--- src/sv/amsdu_pkg.sv ---
`default_nettype none

package amsdu_pkg;

  localparam int unsigned ADDR_W  = 48;
  localparam int unsigned LEN_W   = 16;
  localparam int unsigned IDX_W   = 8;
  localparam int unsigned TDATA_W = 136;
  localparam int unsigned TUSER_W = 2;

  localparam logic [3:0] HDR_LAST_BYTE = 4'd13;
  localparam logic [3:0] DEST_END      = 4'd6;
  localparam logic [3:0] SRC_END       = 4'd12;

  localparam logic [1:0] PH_HEADER  = 2'd0;
  localparam logic [1:0] PH_PAYLOAD = 2'd1;
  localparam logic [1:0] PH_PAD     = 2'd2;

  localparam logic [1:0] KIND_PAYLOAD = 2'd0;
  localparam logic [1:0] KIND_EMPTY   = 2'd1;
  localparam logic [1:0] KIND_CUT     = 2'd2;

  localparam logic [IDX_W-1:0] IDX_MAX = '1;

  typedef struct packed {
    logic [1:0]        kind;
    logic [7:0]        payload_byte;
    logic              msdu_last;
    logic [ADDR_W-1:0] dest_addr;
    logic [ADDR_W-1:0] src_addr;
    logic [LEN_W-1:0]  msdu_length;
    logic [IDX_W-1:0]  msdu_index;
    logic              truncated;
  } result_t;

  // pad bytes that bring a 14-byte header plus payload to a 4-byte boundary
  function automatic logic [1:0] pad_for(input logic [LEN_W-1:0] len);
    logic [1:0] rem;
    rem = len[1:0] + 2'd2;
    return 2'd0 - rem;
  endfunction

endpackage

`default_nettype wire

--- src/sv/amsdu_deaggregator_core.sv ---
// A-MSDU deaggregator core.
// Input stream (s_axis_*): one byte of the aggregated frame per item, tlast on
// the final byte of the frame. Output stream (m_axis_*): one item per payload
// byte, one marker item per empty subframe and one item when the frame is cut
// inside a header. tuser carries the item kind, tlast marks the final payload
// byte (or the empty marker) of a subframe, tdata carries the byte together
// with the subframe header, the subframe index and a truncation flag.
// A result is registered in out_reg and presented in the cycle after its input byte is accepted.
// Throughput: one byte per clock while the receiver does not stall, with the
// output register as the single register stage after the input handshake.
// Pad bytes produce no output item; header bytes produce one only as an empty marker or a cut.
// Reset clears the parser to the start of a header with index 0 and empties
// the output register. When the receiver stalls, the held result stays on
// m_axis_tdata and s_axis_tready drops until it is taken; input is accepted in
// the same cycle that the output item is taken.
`default_nettype none

module amsdu_deaggregator_core (
  input  wire logic                             clk,
  input  wire logic                             rst,
  input  wire logic                             s_axis_tvalid,
  output logic                                  s_axis_tready,
  input  wire logic [7:0]                       s_axis_tdata,  // data_byte
  input  wire logic                             s_axis_tlast,  // frame_last
  output logic                                  m_axis_tvalid,
  input  wire logic                             m_axis_tready,
  // payload_byte[7:0], dest_addr[55:8], src_addr[103:56], msdu_length[119:104],
  // msdu_index[127:120], truncated[128], zero fill [135:129]
  output logic [amsdu_pkg::TDATA_W-1:0]         m_axis_tdata,
  output logic                                  m_axis_tlast,  // msdu_last
  output logic [amsdu_pkg::TUSER_W-1:0]         m_axis_tuser   // kind
);

  import amsdu_pkg::*;

  logic [1:0]        phase;
  logic [3:0]        header_count;
  logic [ADDR_W-1:0] dest_reg;
  logic [ADDR_W-1:0] src_reg;
  logic [LEN_W-1:0]  length_reg;
  logic [LEN_W-1:0]  bytes_left;
  logic [1:0]        pad_left;
  logic [IDX_W-1:0]  index_reg;
  result_t           out_reg;

  logic [1:0]        phase_next;
  logic [3:0]        header_count_next;
  logic [ADDR_W-1:0] dest_next;
  logic [ADDR_W-1:0] src_next;
  logic [LEN_W-1:0]  length_next;
  logic [LEN_W-1:0]  bytes_left_next;
  logic [1:0]        pad_left_next;
  logic [IDX_W-1:0]  index_next;
  logic              emit;
  result_t           res;

  logic in_accept;
  logic [7:0] b;
  logic fl;

  assign s_axis_tready = !m_axis_tvalid || m_axis_tready;
  assign in_accept     = s_axis_tvalid && s_axis_tready;
  assign b             = s_axis_tdata;
  assign fl            = s_axis_tlast;

  always_comb begin
    logic [ADDR_W-1:0] dest_base;
    logic [ADDR_W-1:0] src_base;
    logic [LEN_W-1:0]  len_base;
    logic              last_byte;
    logic              end_sub;
    phase_next        = phase;
    header_count_next = header_count;
    dest_next         = dest_reg;
    src_next          = src_reg;
    length_next       = length_reg;
    bytes_left_next   = bytes_left;
    pad_left_next     = pad_left;
    index_next        = index_reg;
    emit              = 1'b0;
    end_sub           = 1'b0;
    last_byte         = (bytes_left <= LEN_W'(1));
    dest_base         = (header_count == 4'd0) ? '0 : dest_reg;
    src_base          = (header_count == 4'd0) ? '0 : src_reg;
    len_base          = (header_count == 4'd0) ? '0 : length_reg;

    res.kind         = KIND_PAYLOAD;
    res.payload_byte = 8'd0;
    res.msdu_last    = 1'b0;
    res.dest_addr    = dest_reg;
    res.src_addr     = src_reg;
    res.msdu_length  = length_reg;
    res.msdu_index   = index_reg;
    res.truncated    = 1'b0;

    case (phase)
      PH_PAYLOAD: begin
        emit             = 1'b1;
        res.payload_byte = b;
        res.msdu_last    = last_byte || fl;
        res.truncated    = fl && !last_byte;
        if (bytes_left != '0) begin
          bytes_left_next = bytes_left - LEN_W'(1);
        end
        end_sub = last_byte;
      end
      PH_PAD: begin
        if (pad_left != 2'd0) begin
          pad_left_next = pad_left - 2'd1;
        end
        if (pad_left <= 2'd1) begin
          phase_next = PH_HEADER;
        end
      end
      default: begin
        dest_next   = dest_base;
        src_next    = src_base;
        length_next = len_base;
        if (header_count < DEST_END) begin
          dest_next = {dest_base[ADDR_W-9:0], b};
        end else if (header_count < SRC_END) begin
          src_next = {src_base[ADDR_W-9:0], b};
        end else begin
          length_next = {len_base[LEN_W-9:0], b};
        end
        res.dest_addr   = dest_next;
        res.src_addr    = src_next;
        res.msdu_length = length_next;
        if (header_count >= HDR_LAST_BYTE) begin
          if (length_next == '0) begin
            emit          = 1'b1;
            res.kind      = KIND_EMPTY;
            res.msdu_last = 1'b1;
            end_sub       = 1'b1;
          end else if (fl) begin
            emit          = 1'b1;
            res.kind      = KIND_CUT;
            res.truncated = 1'b1;
          end else begin
            bytes_left_next   = length_next;
            phase_next        = PH_PAYLOAD;
            header_count_next = 4'd0;
          end
        end else begin
          header_count_next = header_count + 4'd1;
          phase_next        = PH_HEADER;
          if (fl) begin
            emit          = 1'b1;
            res.kind      = KIND_CUT;
            res.truncated = 1'b1;
          end
        end
      end
    endcase

    if (end_sub) begin
      if (index_reg != IDX_MAX) begin
        index_next = index_reg + IDX_W'(1);
      end
      pad_left_next     = pad_for(length_next);
      phase_next        = (pad_left_next != 2'd0) ? PH_PAD : PH_HEADER;
      header_count_next = 4'd0;
    end

    if (fl) begin
      phase_next        = PH_HEADER;
      header_count_next = 4'd0;
      bytes_left_next   = '0;
      pad_left_next     = 2'd0;
      index_next        = '0;
    end
  end

  always_ff @(posedge clk) begin
    if (rst) begin
      phase        <= PH_HEADER;
      header_count <= 4'd0;
      dest_reg     <= '0;
      src_reg      <= '0;
      length_reg   <= '0;
      bytes_left   <= '0;
      pad_left     <= 2'd0;
      index_reg    <= '0;
    end else if (in_accept) begin
      phase        <= phase_next;
      header_count <= header_count_next;
      dest_reg     <= dest_next;
      src_reg      <= src_next;
      length_reg   <= length_next;
      bytes_left   <= bytes_left_next;
      pad_left     <= pad_left_next;
      index_reg    <= index_next;
    end
  end

  always_ff @(posedge clk) begin
    if (rst) begin
      m_axis_tvalid <= 1'b0;
    end else if (in_accept && emit) begin
      m_axis_tvalid <= 1'b1;
    end else if (m_axis_tready) begin
      m_axis_tvalid <= 1'b0;
    end
  end

  always_ff @(posedge clk) begin
    if (in_accept && emit) begin
      out_reg <= res;
    end
  end

  assign m_axis_tuser = out_reg.kind;
  assign m_axis_tlast = out_reg.msdu_last;
  assign m_axis_tdata = {7'd0, out_reg.truncated, out_reg.msdu_index, out_reg.msdu_length,
                         out_reg.src_addr, out_reg.dest_addr, out_reg.payload_byte};

endmodule

`default_nettype wire

--- config.mk ---
export PLATFORM = sky130hd
export DESIGN_NAME = amsdu_deaggregator_core
export DESIGN_NICKNAME = d
export VERILOG_FILES = /design/src/sv/amsdu_pkg.sv /design/src/sv/amsdu_deaggregator_core.sv
export SDC_FILE = /design/constraint.sdc
export NUM_CORES = 1
export LEC_CHECK = 0
export ABC_AREA = 0
export BUFFER_PORTS_ARGS = -buffer_cell sky130_fd_sc_hd__buf_4
export CORE_AREA = 2 2 201 203
export CTS_BUF_LIST = sky130_fd_sc_hd__clkbuf_2
export DETAILED_ROUTE_END_ITERATION = 12
export DIE_AREA = 0 0 203 205
export PLACE_DENSITY = 0.59
export SETUP_SLACK_MARGIN = 0.02
export SYNTH_ARGS = -nofsm -noshare
export SYNTH_HDL_FRONTEND = slang
export SYNTH_SLANG_ARGS = --single-unit
--- constraint.sdc ---
create_clock -name clk -period 12.5 [get_ports clk]
set_clock_uncertainty 0.15 [all_clocks]
set_input_delay 1.25 -clock clk [delete_from_list [all_inputs] [get_ports clk]]
set_output_delay 1.25 -clock clk [all_outputs]
set_load 0.005 [all_outputs]
==> flow_metrics.py <==
metrics = {
    "global_routing": {
        "grtUsageMet2_pct": 24.7,
        "grt_pass1_wl_mm": 50.6,
        "use_met1_pct": 20.5,
        "grt_pass1_vias": 8914,
        "grt_max_degree": 90,
        "overflow": 0,
        "busiest_layer": "met2",
        "gr-usage-met3_pct": 3.28,
        "antenna_found_initial": 1,
        "gr-usage-all-layers_pct": 15.4,
    },
    "drt": {
        "drc_errors": 0,
        "final_antenna_net_count": 0,
        "drtPass1Iterations": 5,
        "routed_wl_mm": 32.7,
        "vias_per_cell": 5.12,
        "via_count": 9381,
        "drt_iter0_markers": 798,
        "routedWlPerCell_um": 17.8,
    },
    "clocking": {
        "clockBufferDepth": 3,
        "postCtsSetupBuffers": 0,
        "clk_latency_ns": 0.85,
        "clkSinkCount": 277,
        "hold_buffers": 0,
        "h-tree-depth": 3,
        "path_clk_slew_ns": 0.09,
        "cts_tree": "done",
        "numCtsBuffers": 77,
        "ctsResizeCount": 0,
        "cts-root-buf": "clkbuf_2",
    },
    "pwr": {
        "total_power_mw": 1.76,
        "power_density_nw_per_um2": 125,
        "vdd_drop_max_mv": 0.0451,
        "p_leak_nw": 5.19,
    },
    "setup_path": {
        "critPathMaxStageDelay_ns": 0.91,
        "worstPathMaxFanout": 62,
        "end_kind": "flip-flop",
        "required_ns": 12.79,
        "crit_arrival_ns": 6.28,
        "path_class": "reg2reg",
        "slowest_stage": "dfxtp_1",
        "cpMostUsedCell": "buf_4",
        "path_cells": "nand2_1 -> o22ai_1 -> o22ai_1 -> nor4_4 -> a31oi_1 -> buf_4 -> a221oi_4 -> buf_4 -> buf_4",
        "cp-start-kind": "flip-flop",
    },
    "timing": {
        "grt_setup_unrepaired": "false",
        "fin_crit_sh_pct": 47.9,
        "tns_ns": 0,
        "post-route-min-period_ns": 5.99,
        "slew_violations": 0,
        "holdWs_ns": 0.334,
        "relSlewSlack_pct": 19.0,
        "final-hold-violation-count": 0,
        "fmax_mhz": 167,
        "worst_slew_pin_slew_ns": 1.21,
        "finalSetupViolCount": 0,
    },
    "yosys": {
        "synth_xor_area_share_pct": 0.298,
        "synth_top_family_by_area": "compound AO/OA/AOI/OAI gates",
        "synth_mux_area_share_pct": 1.89,
        "seq_area_frac_synth_pct": 58.4,
        "yosysMostFrequentCell": "nor2_1",
        "synth.distinct_cells": 64,
        "synth-edff-count": 132,
        "syn-instance-count": 1088,
        "synth_compound_area_share_pct": 21.5,
        "synthTopCellsByCount": "nor2_1 (148), dfxtp_1 (145), edfxtp_1 (132)",
        "async_flop_share_pct": 0,
        "yosys_warnings": 0,
        "synth_area_um2": 11800,
        "avgSynthCellArea_um2": 10.8,
        "synthTopCellsByArea": "edfxtp_1 (34%), dfxtp_1 (25%), a22o_1 (7.0%), a22oi_1 (5.7%), nor2_1 (4.7%)",
        "synth_top_area_share_pct": 33.7,
        "synthAdderAreaFrac_pct": 1.38,
        "synth_simple_gate_area_share_pct": 12.5,
        "synth_area_leader_cell": "edfxtp_1",
        "synthFlopType": "dfxtp_1",
        "synth_seq_cells": 277,
    },
    "final_layout": {
        "stdcell_count": 1833,
        "design_area_um2": 14000,
        "largest_reg_flops": 129,
        "drive_gt1_share_pct": 25.3,
        "areaGrowthSynthToFinish_pct": 19.4,
        "fin_nets": 1268,
        "fill_cells": 3944,
    },
    "floorplan": {
        "die_h_um": 205,
        "coreArea_um2": 39400,
        "dieArea_um2": 41600,
        "row_count": 73,
        "dieWidth_um": 203,
        "ioPinCount": 154,
        "initial_core_util_pct": 29.9,
    },
    "outcome": {
        "status": "completed",
    },
    "flow_run": {
        "maxCapViolCount": 0,
    },
    "place": {
        "hpwl_mm": 20.7,
        "dpl_cell_area_um2": 13300,
        "port-buffer-count": 146,
        "dp.cells": 1688,
        "gp_congestion": 0.827,
    },
    "worst_hold_path": {
        "hold_class": "reg2reg",
    },
}
## per-stage QoR
stage | utilization, % | setup WS, ns
2_1_floorplan | - | 4.01
3_3_place_gp | 33.7 | 6.78
3_5_place_dp | 33.7 | 6.56
4_1_cts | 35.7 | 6.53
5_1_grt | 35.7 | 6.06
6_report | 35.7 | 6.51
## kinds of logic (layout without fill, tap and decap cells)
family                     Yosys count  count (layout)
muxes                               20              20
xor gates and xnor gates             4               4
DFF                                277             277
AOI/OAI and AO/OA                  345             345
adders and majority gates           13              13
and+or+nand+nor                    318             318
other                                1               8
buffers and inverters              110             323
## area by class of cell
| type | count | area (um^2) | area share (%) |
|---|---|---|---|
| inverters | 20 | 75.1 | 0.535 |
| repair buffers | 159 | 1190 | 8.50 |
| diodes | 1 | 2.50 | 0.0178 |
| clock buffers | 114 | 571 | 4.06 |
| multi-input cells | 707 | 4480 | 31.9 |
| clock inverters | 30 | 190 | 1.35 |
| well taps | 525 | 657 | 4.68 |
| flip-flops and latches | 277 | 6870 | 48.9 |
## worst max-delay path, delay by kind of cell (launching register included)
kind	cells	cell delay, ns
buf+inv	3	1.71
compound gates	4	1.45
simple gates	2	1.33
flops	1	0.91
## metal layers
layer  vias to the layer above  wire length [um]
met5                         -                 0
met4                         0               773
met3                        60              2050
met2                       354             15500
met1                      4528             14400
li1                       4439                 -
## layout by cell type, fill, tap and decap left out, types with 10 or more instances in the layout
cell type  count
a21oi_1       65
a22o_1        94
a22oi_1       90
and2_1        11
buf_4        159
clkbuf_2     114
clkinv_1      21
dfxtp_1      145
edfxtp_1     132
ha_1          13
inv_1         19
mux2_2        18
nand2_1       84
nand3_1       12
nor2_1       144
o21ai_0       19
o22ai_1       24
or4_1         10
## path summary, 6_finish.rpt
path | from | endpoint | slack (ns) | cells after the start
worst min register to register | bytes_left[14] | bytes_left[14] | 0.33 | 2
worst max-delay path | header_count[2] | m_axis_tdata[85] | 6.51 | 9
worst min-delay path | bytes_left[14] | bytes_left[14] | 0.33 | 2
worst max register to register | header_count[2] | m_axis_tdata[85] | 6.51 | 9
## power breakdown
part           leakage (nW)  switching, mW  internal, mW  total, mW
Sequential             2.43         0.0102         0.965      0.976
Clock                 0.558          0.391         0.290      0.681
Combinational          2.20         0.0663        0.0323     0.0987
Total                  5.19          0.467          1.29       1.76
Power figures use the tool's default switching activity.
